$ cat src/hdl/rlbd_pkg.sv
// Shared constants, codes and types for the resistor-ladder button debouncer.
package rlbd_pkg;

  localparam int LEVEL_W      = 10;
  localparam int FILTER_SHIFT = 3;
  localparam int ACC_W        = LEVEL_W + FILTER_SHIFT;
  localparam int ELAPSED_W    = 17;
  localparam int DELAY_W      = 16;
  localparam int STATE_W      = 2;
  localparam int CFG_IDX_W    = 2;
  localparam int CFG_DATA_W   = 16;
  localparam int DEBOUNCE_US  = 5000;
  localparam int US_PER_TICK  = 100;

  localparam logic [LEVEL_W-1:0] LEVEL_MAX = '1;
  localparam logic [ACC_W-1:0]   ACC_RESET = {LEVEL_MAX, {FILTER_SHIFT{1'b0}}};

  localparam logic [CFG_IDX_W-1:0] REG_PRESS_THR    = 2'd0;
  localparam logic [CFG_IDX_W-1:0] REG_RELEASE_THR  = 2'd1;
  localparam logic [CFG_IDX_W-1:0] REG_REPEAT_DELAY = 2'd2;

  localparam logic REQ_TICK = 1'b0;
  localparam logic REQ_READ = 1'b1;

  typedef enum logic [STATE_W-1:0] {
    ST_UP       = 2'd0,
    ST_DEBOUNCE = 2'd1,
    ST_PRESSED  = 2'd2
  } state_t;

  typedef struct packed {
    logic [LEVEL_W-1:0] press_threshold;
    logic [LEVEL_W-1:0] release_threshold;
    logic [DELAY_W-1:0] repeat_delay_us;
  } cfg_t;

  typedef struct packed {
    logic tick;
    logic clear;
  } step_t;

  typedef struct packed {
    logic [LEVEL_W-1:0] button_value;
    logic [STATE_W-1:0] press_state;
  } ctrl_out_t;

endpackage

$ cat src/hdl/rlbd_ifs.sv
// Handshake channel interfaces: request, response and register write.
interface rlbd_req_if;
  logic                         valid;
  logic                         ready;
  logic                         req_type;
  logic [rlbd_pkg::LEVEL_W-1:0] adc_sample;
  modport source (output valid, req_type, adc_sample, input ready);
  modport sink (input valid, req_type, adc_sample, output ready);
endinterface

interface rlbd_rsp_if;
  logic                         valid;
  logic                         ready;
  logic [rlbd_pkg::LEVEL_W-1:0] button_value;
  logic [rlbd_pkg::LEVEL_W-1:0] filtered_level;
  logic [rlbd_pkg::STATE_W-1:0] press_state;
  modport source (output valid, button_value, filtered_level, press_state, input ready);
  modport sink (input valid, button_value, filtered_level, press_state, output ready);
endinterface

interface rlbd_cfg_if;
  logic                            valid;
  logic                            ready;
  logic [rlbd_pkg::CFG_IDX_W-1:0]  index;
  logic [rlbd_pkg::CFG_DATA_W-1:0] data;
  modport source (output valid, index, data, input ready);
  modport sink (input valid, index, data, output ready);
endinterface

$ cat src/hdl/resistor_ladder_button_debouncer_top.sv
// Top level of the resistor-ladder button debouncer.
// One request is taken per clock while rsp does not stall: a sample tick runs the
// leaky-integrator filter and the press state machine, a read returns the held
// value and clears it. A transfer on req lands in an input register; when the
// output register is free or being taken, the filter and state machine update in
// one step and the result lands in the output register, so the block sustains
// one item per cycle while responses are taken without stall.
// While a response waits, the input register takes one more request and req then
// stalls until that response is taken. Registers on cfg are always ready and take
// effect for the next request.
module resistor_ladder_button_debouncer_top (
  input logic        clk,
  input logic        rst,
  rlbd_req_if.sink   req,
  rlbd_rsp_if.source rsp,
  rlbd_cfg_if.sink   cfg
);
  import rlbd_pkg::*;

  cfg_t               regs;
  step_t              step;
  ctrl_out_t          ctrl_res;
  logic [LEVEL_W-1:0] cur_level;
  logic [LEVEL_W-1:0] step_level;

  logic               stg_valid;
  logic               stg_req_type;
  logic [LEVEL_W-1:0] stg_sample;
  logic               advance;

  logic               res_valid;
  logic [LEVEL_W-1:0] res_button_value;
  logic [LEVEL_W-1:0] res_filtered_level;
  logic [STATE_W-1:0] res_press_state;

  assign advance    = stg_valid && (!res_valid || rsp.ready);
  assign req.ready  = !stg_valid || advance;
  assign step.tick  = advance && (stg_req_type == REQ_TICK);
  assign step.clear = advance && (stg_req_type == REQ_READ);

  rlbd_cfg u_cfg (
    .clk  (clk),
    .rst  (rst),
    .cfg  (cfg),
    .regs (regs)
  );

  rlbd_filter u_filter (
    .clk        (clk),
    .rst        (rst),
    .step       (step),
    .sample     (stg_sample),
    .cur_level  (cur_level),
    .step_level (step_level)
  );

  rlbd_ctrl u_ctrl (
    .clk   (clk),
    .rst   (rst),
    .step  (step),
    .level (step_level),
    .regs  (regs),
    .res   (ctrl_res)
  );

  always_ff @(posedge clk) begin
    if (rst) begin
      stg_valid <= 1'b0;
      res_valid <= 1'b0;
    end else begin
      stg_valid <= (req.valid && req.ready) || (stg_valid && !advance);
      res_valid <= advance || (res_valid && !rsp.ready);
    end
  end

  always_ff @(posedge clk) begin
    if (req.valid && req.ready) begin
      stg_req_type <= req.req_type;
      stg_sample   <= req.adc_sample;
    end
    if (advance) begin
      res_button_value   <= ctrl_res.button_value;
      res_filtered_level <= step_level;
      res_press_state    <= ctrl_res.press_state;
    end
  end

  assign rsp.valid          = res_valid;
  assign rsp.button_value   = res_button_value;
  assign rsp.filtered_level = res_filtered_level;
  assign rsp.press_state    = res_press_state;

  a_advance_fills_result: assert property (@(posedge clk) disable iff (rst)
    advance |=> res_valid)
    else $error("result register not loaded after stage advance");

  a_read_keeps_filter: assert property (@(posedge clk) disable iff (rst)
    step.clear |=> $stable(cur_level))
    else $error("filter moved on a read request");

  a_read_reports_level: assert property (@(posedge clk) disable iff (rst)
    step.clear |=> rsp.filtered_level == $past(cur_level))
    else $error("read response carries wrong filtered level");

  a_empty_stage_ready: assert property (@(posedge clk) disable iff (rst)
    !stg_valid |-> req.ready)
    else $error("request refused while input register empty");

endmodule

$ cat src/hdl/rlbd_cfg.sv
// Configuration registers: thresholds and auto-repeat delay.
module rlbd_cfg (
  input  logic            clk,
  input  logic            rst,
  rlbd_cfg_if.sink        cfg,
  output rlbd_pkg::cfg_t  regs
);
  import rlbd_pkg::*;

  assign cfg.ready = 1'b1;

  always_ff @(posedge clk) begin
    if (rst) begin
      regs.press_threshold   <= '0;
      regs.release_threshold <= LEVEL_MAX;
      regs.repeat_delay_us   <= '0;
    end else if (cfg.valid) begin
      unique case (cfg.index)
        REG_PRESS_THR:    regs.press_threshold   <= cfg.data[LEVEL_W-1:0];
        REG_RELEASE_THR:  regs.release_threshold <= cfg.data[LEVEL_W-1:0];
        REG_REPEAT_DELAY: regs.repeat_delay_us   <= cfg.data[DELAY_W-1:0];
        default: ;
      endcase
    end
  end

endmodule

$ cat src/hdl/rlbd_filter.sv
// Leaky-integrator smoothing filter over the ADC samples.
module rlbd_filter (
  input  logic                         clk,
  input  logic                         rst,
  input  rlbd_pkg::step_t              step,
  input  logic [rlbd_pkg::LEVEL_W-1:0] sample,
  output logic [rlbd_pkg::LEVEL_W-1:0] cur_level,
  output logic [rlbd_pkg::LEVEL_W-1:0] step_level
);
  import rlbd_pkg::*;

  logic [ACC_W-1:0] acc;
  logic [ACC_W-1:0] acc_next;

  always_comb begin
    acc_next = acc;
    if (step.tick) begin
      acc_next = acc - (acc >> FILTER_SHIFT) + ACC_W'(sample);
    end
  end

  assign cur_level  = acc[ACC_W-1:FILTER_SHIFT];
  assign step_level = acc_next[ACC_W-1:FILTER_SHIFT];

  always_ff @(posedge clk) begin
    if (rst) begin
      acc <= ACC_RESET;
    end else begin
      acc <= acc_next;
    end
  end

endmodule

$ cat src/hdl/rlbd_ctrl.sv
// Press state machine with debounce timer, auto-repeat and held value.
module rlbd_ctrl (
  input  logic                         clk,
  input  logic                         rst,
  input  rlbd_pkg::step_t              step,
  input  logic [rlbd_pkg::LEVEL_W-1:0] level,
  input  rlbd_pkg::cfg_t               regs,
  output rlbd_pkg::ctrl_out_t          res
);
  import rlbd_pkg::*;

  localparam logic [ELAPSED_W-1:0] DEBOUNCE_LIM = ELAPSED_W'(DEBOUNCE_US);
  localparam logic [ELAPSED_W-1:0] TICK_US      = ELAPSED_W'(US_PER_TICK);

  state_t               state;
  state_t               state_next;
  logic [ELAPSED_W-1:0] elapsed;
  logic [ELAPSED_W-1:0] elapsed_next;
  logic [LEVEL_W-1:0]   pressed_level;
  logic [LEVEL_W-1:0]   pressed_level_next;
  logic [LEVEL_W-1:0]   held_value;
  logic [LEVEL_W-1:0]   held_value_next;

  always_comb begin
    state_next         = state;
    elapsed_next       = elapsed;
    pressed_level_next = pressed_level;
    held_value_next    = held_value;
    if (step.clear) begin
      held_value_next = LEVEL_MAX;
    end else if (step.tick) begin
      unique case (state)
        ST_DEBOUNCE: begin
          if (elapsed < DEBOUNCE_LIM) begin
            elapsed_next = elapsed + TICK_US;
          end else begin
            pressed_level_next = level;
            held_value_next    = level;
            elapsed_next       = '0;
            state_next         = ST_PRESSED;
          end
        end
        ST_PRESSED: begin
          if (level >= regs.release_threshold) begin
            state_next = ST_UP;
          end else if (regs.repeat_delay_us != '0) begin
            if (elapsed < ELAPSED_W'(regs.repeat_delay_us)) begin
              elapsed_next = elapsed + TICK_US;
            end else begin
              held_value_next = pressed_level;
              elapsed_next    = '0;
            end
          end
        end
        default: begin
          if (level <= regs.press_threshold) begin
            elapsed_next = '0;
            state_next   = ST_DEBOUNCE;
          end
        end
      endcase
    end
    res.button_value = step.clear ? held_value : held_value_next;
    res.press_state  = state_next;
  end

  always_ff @(posedge clk) begin
    if (rst) begin
      state <= ST_UP;
    end else begin
      state <= state_next;
    end
  end

  always_ff @(posedge clk) begin
    if (rst) begin
      elapsed       <= '0;
      pressed_level <= '0;
      held_value    <= LEVEL_MAX;
    end else begin
      elapsed       <= elapsed_next;
      pressed_level <= pressed_level_next;
      held_value    <= held_value_next;
    end
  end

endmodule

$ cat src/flat_wrapper.sv
// flat-port wrapper written by rule: the top's interface ports become plain ports
module resistor_ladder_button_debouncer_top_flat import rlbd_pkg::*;
  (clk, rst, req_valid, req_req_type, req_adc_sample, req_ready, rsp_valid, rsp_button_value, rsp_filtered_level, rsp_press_state, rsp_ready, cfg_valid, cfg_index, cfg_data, cfg_ready);
  rlbd_req_if req_i ();
  rlbd_rsp_if rsp_i ();
  rlbd_cfg_if cfg_i ();
  input logic clk;
  input logic rst;
  input wire logic [$bits(req_i.valid)-1:0] req_valid;
  input wire logic [$bits(req_i.req_type)-1:0] req_req_type;
  input wire logic [$bits(req_i.adc_sample)-1:0] req_adc_sample;
  output wire logic [$bits(req_i.ready)-1:0] req_ready;
  output wire logic [$bits(rsp_i.valid)-1:0] rsp_valid;
  output wire logic [$bits(rsp_i.button_value)-1:0] rsp_button_value;
  output wire logic [$bits(rsp_i.filtered_level)-1:0] rsp_filtered_level;
  output wire logic [$bits(rsp_i.press_state)-1:0] rsp_press_state;
  input wire logic [$bits(rsp_i.ready)-1:0] rsp_ready;
  input wire logic [$bits(cfg_i.valid)-1:0] cfg_valid;
  input wire logic [$bits(cfg_i.index)-1:0] cfg_index;
  input wire logic [$bits(cfg_i.data)-1:0] cfg_data;
  output wire logic [$bits(cfg_i.ready)-1:0] cfg_ready;
  assign req_i.valid = req_valid;
  assign req_i.req_type = req_req_type;
  assign req_i.adc_sample = req_adc_sample;
  assign req_ready = req_i.ready;
  assign rsp_valid = rsp_i.valid;
  assign rsp_button_value = rsp_i.button_value;
  assign rsp_filtered_level = rsp_i.filtered_level;
  assign rsp_press_state = rsp_i.press_state;
  assign rsp_i.ready = rsp_ready;
  assign cfg_i.valid = cfg_valid;
  assign cfg_i.index = cfg_index;
  assign cfg_i.data = cfg_data;
  assign cfg_ready = cfg_i.ready;
  resistor_ladder_button_debouncer_top u_core (.clk(clk), .rst(rst), .req(req_i), .rsp(rsp_i), .cfg(cfg_i));
endmodule
$ cat config.mk
export PLATFORM = sky130hd
export DESIGN_NAME = resistor_ladder_button_debouncer_top_flat
export DESIGN_NICKNAME = d
export VERILOG_FILES = /design/src/hdl/rlbd_pkg.sv /design/src/hdl/rlbd_ifs.sv /design/src/hdl/resistor_ladder_button_debouncer_top.sv /design/src/hdl/rlbd_cfg.sv /design/src/hdl/rlbd_filter.sv /design/src/hdl/rlbd_ctrl.sv /design/src/flat_wrapper.sv
export SDC_FILE = /design/constraint.sdc
export NUM_CORES = 1
export LEC_CHECK = 0
export BUFFER_PORTS_ARGS = -buffer_cell sky130_fd_sc_hd__buf_2
export CORE_ASPECT_RATIO = 1.25
export CORE_MARGIN = 4
export CORE_UTILIZATION = 45
export DETAILED_ROUTE_END_ITERATION = 10
export REMOVE_ABC_BUFFERS = 1
export SYNTH_ARGS = -nofsm -noshare
export SYNTH_HDL_FRONTEND = slang
export SYNTH_SLANG_ARGS = --single-unit
export TNS_END_PERCENT = 20
$ cat constraint.sdc
create_clock -name clk -period 9.36 [get_ports clk]
set_input_delay 1.872 -clock clk [delete_from_list [all_inputs] [get_ports clk]]
set_output_delay 1.872 -clock clk [all_outputs]
set_load 0.02 [all_outputs]
Word level (Yosys, flattened, before mapping). Cells that the tools add are included.

Input bits: 34. Word-level logic and storage cells: 75. Register bits after elaboration: 123. Output and inout port bits: 25.

Add/subtract/negate cells: 3. Mux-type cells: 21. Bitwise operators: 3. Order comparisons: 4. Equal/unequal tests: 6. Reductions and logical operators: 22.

Operator list (count): 17-bit 2-to-1 mux (5); 10-bit 2-to-1 mux (7); 17-bit case mux with 2 select lines (1); 10-bit case mux with 2 select lines (1); 17-bit by 7-bit adder with 17-bit output (second input constant) (1); 17-bit by 13-bit < comparator with 1-bit output (second input constant) (1); 17-bit by 16-bit < comparator with 1-bit output (1); 16-bit nonzero test (1); 13-bit by 10-bit adder with 13-bit output (1); 13-bit 2-to-1 mux (1); 13-bit by 10-bit subtractor with 13-bit output (1); 10-bit greater-or-equal comparator (1); 10-bit <= comparator (1); 2-bit 2-to-1 mux (5); 1-bit logical AND (6); 2-bit AND reduction (3); 5-bit AND reduction (1); 2-bit by 1-bit == test with 1-bit output (second input constant) (2); 2-bit == test (second input constant) (2); 1-bit zero test (4); 1-bit logical OR (4); 2-bit != test (second input constant) (2); 2-bit case mux with 2 select lines (1); 4-bit AND reduction (1); 3 further kinds (5).

Logic depth before layout (Yosys ltp).
Depth in word-level cells: 11. Mapped depth: 22. Mapped depth without buffers: 21.

Cells and area by module. A second synthesis with hierarchy kept.

Cells, all modules: 839. Area, all modules: 7727.4 µm².

Modules (own cells, without submodules): rlbd_ctrl (seq. area each 740.7 µm², area an instance 3593.4 µm², cells an instance 457, times used 1); rlbd_cfg (seq. area each 720.7 µm², area an instance 1541.5 µm², cells an instance 152, times used 1); rlbd_filter (seq. area each 260.2 µm², area an instance 1482.7 µm², cells an instance 185, times used 1); resistor_ladder_button_debouncer_top (seq. area each 1031.0 µm², area an instance 1109.8 µm², cells an instance 45, times used 1).

Worst setup path after synthesis. Ideal clock, no wire load.

Kind: input to register. From: input rsp_ready. To: register u_core.u_ctrl.elapsed[3]. Slack: 3667 ps. Path buffers: 2. Required time: 9290 ps. Stages on the path: 15. Setup time: 70 ps. Data arrival time: 5623 ps. Path through: nand2b_1 -> and2_1 -> nor2b_1 -> clkbuf_1 -> clkbuf_1 -> nand2_1 -> o21ai_0 -> ha_1 -> a21oi_1 -> o21ai_1 -> a2111oi_1 -> nor4_1 -> a211o_1 -> or3_1 -> a21oi_1.

Longest elaborated chain between the ends: 7. Elaborated cells between the ends (all ways): 11. Those cells by class: order compare: 2; eq/ne: 1; mux: 1; bitwise: 1; reduce/logical: 6.

RTL lines: start, declared (RTL line flat_wrapper.sv:17) `input wire logic [$bits(rsp_i.ready)-1:0] rsp_ready;`; 1-bit logical OR (*) (RTL line resistor_ladder_button_debouncer_top.sv:36) `assign advance = stg_valid && (!res_valid || rsp.ready);`; 1-bit logical AND (*) (RTL line resistor_ladder_button_debouncer_top.sv:36); net u_core.advance (RTL line resistor_ladder_button_debouncer_top.sv:29) `logic advance;`; 1-bit logical AND (*) (RTL line resistor_ladder_button_debouncer_top.sv:38) `assign step.tick = advance && (stg_req_type == REQ_TICK);`; 13-bit 2-to-1 mux (*) (RTL line rlbd_filter.sv:17) `if (step.tick) begin`; net u_core.step_level[5] (RTL line resistor_ladder_button_debouncer_top.sv:24) `logic [LEVEL_W-1:0] step_level;`; 10-bit greater-or-equal comparator / 10-bit <= comparator (equally long branches) (RTL line rlbd_ctrl.sv:44, rlbd_ctrl.sv:56); 2-bit != test (no source line) / 3-bit nonzero test (equally long branches); 5-bit AND reduction (no source line) (*); end signal, assigned (RTL line rlbd_ctrl.sv:81) `elapsed <= elapsed_next;`; end, declared (RTL line rlbd_ctrl.sv:17) `logic [ELAPSED_W-1:0] elapsed;`.

The timed path passes the listed nets; every way through them passes the cells marked *. A chain may end at the register's enable or synchronous reset.

Final worst setup path.
From: register u_core.u_filter.acc[5]. To: register u_core.u_ctrl.elapsed[14].

Longest elaborated chain between the ends: 6. Elaborated cells between the ends (all ways): 8. Those cells by class: add/sub: 2; order compare: 2; eq/ne: 1; mux: 1; reduce/logical: 2.

RTL lines: start, declared (RTL line rlbd_filter.sv:12) `logic [ACC_W-1:0] acc;`; start signal, assigned (RTL line rlbd_filter.sv:29) `acc <= acc_next;`; 13-bit by 10-bit subtractor with 13-bit output (*) (RTL line rlbd_filter.sv:18) `acc_next = acc - (acc >> FILTER_SHIFT) + ACC_W'(sample);`; 13-bit by 10-bit adder with 13-bit output (*) (RTL line rlbd_filter.sv:18); 13-bit 2-to-1 mux (*) (RTL line rlbd_filter.sv:17); net u_core.step_level[7] (RTL line resistor_ladder_button_debouncer_top.sv:24); 10-bit greater-or-equal comparator / 10-bit <= comparator (equally long branches) (RTL line rlbd_ctrl.sv:44, rlbd_ctrl.sv:56); 2-bit != test (no source line) / 3-bit nonzero test (equally long branches); 5-bit AND reduction (no source line) (*).

Marks and branches as above.

==> metrics.txt <==
# TYPE chip_impl_metric gauge
chip_impl_info{name="outcome",value="finished, final reports clean"} 1
chip_impl_info{name="cp-end-kind",value="register"} 1
chip_impl_metric{name="fin_area",unit="µm²"} 7470
chip_impl_metric{name="post-cts-setup-buffers",unit=""} 0
chip_impl_info{name="top_signal_layer_used",value="met4"} 1
chip_impl_metric{name="finish.net_count",unit=""} 866
chip_impl_metric{name="wl_met1",unit="µm"} 6420
chip_impl_metric{name="post_drt_wl_per_cell",unit="µm"} 15.8
chip_impl_info{name="slowest_stage",value="sky130_fd_sc_hd__a2111oi_0"} 1
chip_impl_metric{name="critical_path_buf_inv_count",unit=""} 2
chip_impl_metric{name="required",unit="ps"} 9670
chip_impl_metric{name="syn_to_final_growth",unit="%"} 14.0
chip_impl_metric{name="slew-limit-headroom",unit=""} 0.234
chip_impl_metric{name="place_hpwl",unit="µm"} 11500
chip_impl_metric{name="antenna_left",unit=""} 0
chip_impl_metric{name="multi_input_area",unit="µm²"} 3360
chip_impl_metric{name="vias_in_the_first_global_route",unit=""} 5223
chip_impl_metric{name="synth_cells",unit=""} 718
chip_impl_metric{name="drt-initial-drc-count",unit=""} 252
chip_impl_info{name="cell_chain_of_the_critical_path",value="inv_1, fa_1, inv_1, ha_1, a21o_1, a221o_1, a31oi_1, a21oi_1, xnor2_1, o21ai_0, ha_1, a2111oi_0, o211ai_1, a21bo_2, a211oi_2, o21ai_0, a31o_1"} 1
chip_impl_metric{name="detailed_routed_wire_length_on_met3",unit="µm"} 556
chip_impl_metric{name="cts_made_buffers",unit=""} 17
chip_impl_metric{name="dpl_worst_slack",unit="ps"} 3340
chip_impl_metric{name="seq_power_share",unit=""} 0.407
chip_impl_metric{name="number_of_design_rule_violations_left_after_detail_routing",unit=""} 0
chip_impl_metric{name="syn_area",unit="µm²"} 6550
chip_impl_metric{name="worst_ep_arrival_time",unit="ps"} 6250
chip_impl_metric{name="vdd_ir_drop_max",unit="V"} 0.000129
chip_impl_metric{name="fin_crit_sh",unit=""} 0.634
chip_impl_info{name="worst_hold_path_type",value="reg2reg"} 1
chip_impl_info{name="timing.critical_path.from_type",value="register"} 1
chip_impl_metric{name="floorplan.core_area",unit="µm²"} 14300
chip_impl_metric{name="post_drt_via_cell_ratio",unit=""} 5.41
chip_impl_metric{name="placement.io_buffers",unit=""} 57
chip_impl_metric{name="seq_area",unit="µm²"} 2750
chip_impl_info{name="cts_tree",value="done"} 1
chip_impl_metric{name="clock_pin_slew_reported_for_the_worst_setup_and_hold_paths_after_clock_tree_synthesis",unit="ps"} 50
chip_impl_metric{name="grt_start_max_net_pins",unit=""} 59
chip_impl_info{name="crit_family",value="compound AO/OA/AOI/OAI gates"} 1
chip_impl_info{name="dominantRegCellSynth",value="sky130_fd_sc_hd__dfxtp_1"} 1
chip_impl_metric{name="post-route-util",unit=""} 0.521
chip_impl_metric{name="fillCellCount",unit=""} 1346
chip_impl_metric{name="final_critical_path_setup_slack",unit="ps"} 3420
chip_impl_metric{name="grt_remaining_overflow",unit=""} 0
chip_impl_metric{name="synth-async-reset-ratio",unit=""} 0
chip_impl_metric{name="crit_path_max_fanout",unit=""} 9
chip_impl_metric{name="cts_max_path_buffers",unit=""} 2
chip_impl_metric{name="cell_variety_after_synth",unit=""} 63
chip_impl_metric{name="detailroute.wirelength.met2",unit="µm"} 7700
chip_impl_metric{name="hold_buffers",unit=""} 0
chip_impl_metric{name="overall_die_area",unit="µm²"} 16600
chip_impl_metric{name="setup-violations-final",unit=""} 0
chip_impl_info{name="worstSetupPathType",value="reg2reg"} 1
chip_impl_metric{name="grt_first_pass_wirelength",unit="µm"} 25300
chip_impl_metric{name="clk_lat_worst_skew",unit="ps"} 420
chip_impl_metric{name="dpl-instance-area",unit="µm²"} 6980
chip_impl_metric{name="drive_gt1_frac",unit=""} 0.124
chip_impl_info{name="grt_setup_unrepaired",value="no"} 1
chip_impl_metric{name="numClockSinks",unit=""} 121
chip_impl_metric{name="die_width",unit="µm"} 116
chip_impl_metric{name="count_of_pins_over_their_slew_limit",unit=""} 0
chip_impl_metric{name="dieHeight",unit="µm"} 143
chip_impl_metric{name="ioPinCount",unit=""} 59
chip_impl_metric{name="cts_resized",unit=""} 0
chip_impl_metric{name="initial_utilization",unit=""} 0.457
chip_impl_metric{name="routabilityCongestion",unit=""} 0.852
chip_impl_metric{name="final.setup.tns",unit="ps"} 0
chip_impl_metric{name="critical-path-max-stage-delay",unit="ps"} 780
chip_impl_metric{name="cts_max_level",unit=""} 4
chip_impl_metric{name="leakage",unit="µW"} 0.00309
chip_impl_metric{name="switching_share",unit=""} 0.288
chip_impl_metric{name="power_density",unit="nW/µm²"} 187
chip_impl_metric{name="synth-seq-cells",unit=""} 121
chip_impl_metric{name="sequential_cell_area_fraction_in_the_yosys_report",unit=""} 0.420
chip_impl_metric{name="p_sw",unit="µW"} 402
chip_impl_metric{name="num_vias",unit=""} 5202
chip_impl_metric{name="min_period",unit="ps"} 5940
chip_impl_metric{name="pwr-share-clk",unit=""} 0.394
chip_impl_metric{name="power_frac_comb",unit=""} 0.199
chip_impl_metric{name="max_slew.worst_pin.slew",unit="ps"} 1140
chip_impl_metric{name="postRouteWirelength",unit="µm"} 15200
chip_impl_metric{name="yosysWarningCount",unit=""} 0
chip_impl_metric{name="final_hold_viol_count",unit=""} 0
chip_impl_info{name="clk_root_buffer_cell",value="sky130_fd_sc_hd__clkbuf_16"} 1
chip_impl_metric{name="drt_first_pass_iters",unit=""} 5
chip_impl_metric{name="internal_power_component",unit="µW"} 995
chip_impl_metric{name="max_freq",unit="GHz"} 0.168
chip_impl_metric{name="finalClockSkew",unit="ps"} 14.4
chip_impl_metric{name="antenna_violations_before_repair",unit=""} 0
chip_impl_metric{name="max_cap_viol",unit=""} 0
chip_impl_metric{name="insertedDiodeCount",unit=""} 0
chip_impl_metric{name="synth-edff-count",unit=""} 33
chip_impl_metric{name="grt_use_total",unit=""} 0.195
chip_impl_metric{name="synth.avg_cell_area",unit="µm²"} 9.12
chip_impl_metric{name="core.rowCount",unit=""} 49
## final timing paths
check	cells past startpoint	slack, ps	to	from
hold reg to reg	2	460	u_core.u_filter.acc[2]$_SDFFE_PP0P_	u_core.u_filter.acc[2]$_SDFFE_PP0P_
hold / removal	2	460	u_core.u_filter.acc[2]$_SDFFE_PP0P_	u_core.u_filter.acc[2]$_SDFFE_PP0P_
setup reg to reg	17	3420	u_core.u_ctrl.elapsed[14]$_SDFFE_PP0P_	u_core.u_filter.acc[5]$_SDFF_PP1_
setup / recovery	17	3420	u_core.u_ctrl.elapsed[14]$_SDFFE_PP0P_	u_core.u_filter.acc[5]$_SDFF_PP1_
## cells in the final DEF (no fill, tap or decap), types with 12 or more instances in the layout
cell type | synthesis | routed
sky130_fd_sc_hd__a211oi_1 | 12 | 12
sky130_fd_sc_hd__a21oi_1 | 57 | 57
sky130_fd_sc_hd__buf_2 | 2 | 57
sky130_fd_sc_hd__clkbuf_16 | 0 | 17
sky130_fd_sc_hd__dfxtp_1 | 88 | 88
sky130_fd_sc_hd__edfxtp_1 | 33 | 33
sky130_fd_sc_hd__ha_1 | 50 | 50
sky130_fd_sc_hd__inv_1 | 91 | 91
sky130_fd_sc_hd__mux2i_1 | 13 | 13
sky130_fd_sc_hd__nand2_1 | 80 | 80
sky130_fd_sc_hd__nand2b_1 | 15 | 15
sky130_fd_sc_hd__nor2_1 | 57 | 57
sky130_fd_sc_hd__o211ai_1 | 17 | 17
sky130_fd_sc_hd__o21ai_0 | 23 | 23
## kinds of logic (layout without fill, tap and decap cells)
| logic type | count (synthesis) | count (layout) | share of synthesized area |
|---|---|---|---|
| adder cells (fa/ha/maj) | 60 | 60 | 0.126 |
| other | 1 | 1 | 0.000573 |
| multiplexers | 16 | 16 | 0.0250 |
| AND/OR/NAND/NOR | 215 | 215 | 0.157 |
| XOR/XNOR | 10 | 10 | 0.0155 |
| AO/OA/AOI/OAI | 179 | 179 | 0.187 |
| buffers and inverters | 116 | 182 | 0.0686 |
| flip-flops | 121 | 121 | 0.420 |
## through the flow
step | total power [µW] | std cells | hold WS, ps
floorplan | 774 | 693 | 426
global placement | 854 | 931 | 443
detailed placement | 860 | 931 | 450
CTS | 1410 | 962 | 457
global route | 1470 | 962 | 481
finish | 1400 | 962 | 462
## power by group through the flow
stage,registers (µW),clock network [µW],logic (µW)
final,569,550,278
after floorplan,580,0,194
after CTS,569,557,282
after global placement,580,0,274
after detailed placement,580,0,280
after global routing,570,585,316
## registers in the layout, summed over array words and instances (netlist names), 2 cells and up
name / count
u_core.stg_sample: 10
u_core.u_ctrl.held_value: 10
u_core.rsp.button_value: 10
u_core.u_ctrl.pressed_level: 10
u_core.u_ctrl.state: 2
u_core.rsp.press_state: 2
u_core.u_cfg.regs: 36
u_core.rsp.filtered_level: 10
u_core.u_ctrl.elapsed: 15
u_core.u_filter.acc: 13
## synth_stat cells, types with 6 or more instances
cell type                  number  area (µm²)
sky130_fd_sc_hd__inv_1         91         342
sky130_fd_sc_hd__a21o_1        10        75.1
sky130_fd_sc_hd__mux2i_1       13         130
sky130_fd_sc_hd__a211oi_1      12        90.1
sky130_fd_sc_hd__nor4_1         6        37.5
sky130_fd_sc_hd__dfxtp_1       88        1760
sky130_fd_sc_hd__nand3b_1       7        52.6
sky130_fd_sc_hd__edfxtp_1      33         991
sky130_fd_sc_hd__a21oi_1       57         285
sky130_fd_sc_hd__o211ai_1      17         128
sky130_fd_sc_hd__xnor2_1        8        70.1
sky130_fd_sc_hd__clkbuf_1      20        75.1
sky130_fd_sc_hd__and3_1         8        50.1
sky130_fd_sc_hd__nor2_1        57         214
sky130_fd_sc_hd__nor2b_1        6        37.5
sky130_fd_sc_hd__o21a_1         8        60.1
sky130_fd_sc_hd__nand2b_1      15        93.8
sky130_fd_sc_hd__fa_1          10         200
sky130_fd_sc_hd__nand3_1        6        30.0
sky130_fd_sc_hd__o21ai_1       10        50.1
sky130_fd_sc_hd__ha_1          50         626
sky130_fd_sc_hd__o21ai_0       23         115
sky130_fd_sc_hd__nand2_1       80         300
## worst reg2reg max path: cells and delay by family, from the launching register on
family / cells / cell delay [ps]
DFF: 1 / 400
xor gates and xnor gates: 1 / 400
buffers and inverters: 2 / 120
adders and majority gates: 3 / 1220
AOI/OAI and AO/OA: 11 / 3710
## final cells by class
class | instances | share of cell area
timing repair buffer | 60 | 0.0412
tap | 178 | 0.0298
clock buffer | 24 | 0.0605
inverter | 91 | 0.0457
clock inverter | 7 | 0.00469
multi-input combinational | 481 | 0.450
sequential | 121 | 0.369
## metal layers
metal	track usage	vias up
li1	-	2613
met1	0.223	2447
met2	0.342	107
met3	0.0407	35
met4	0.0984	0
met5	0	-
(Power assumes the default switching activity.)
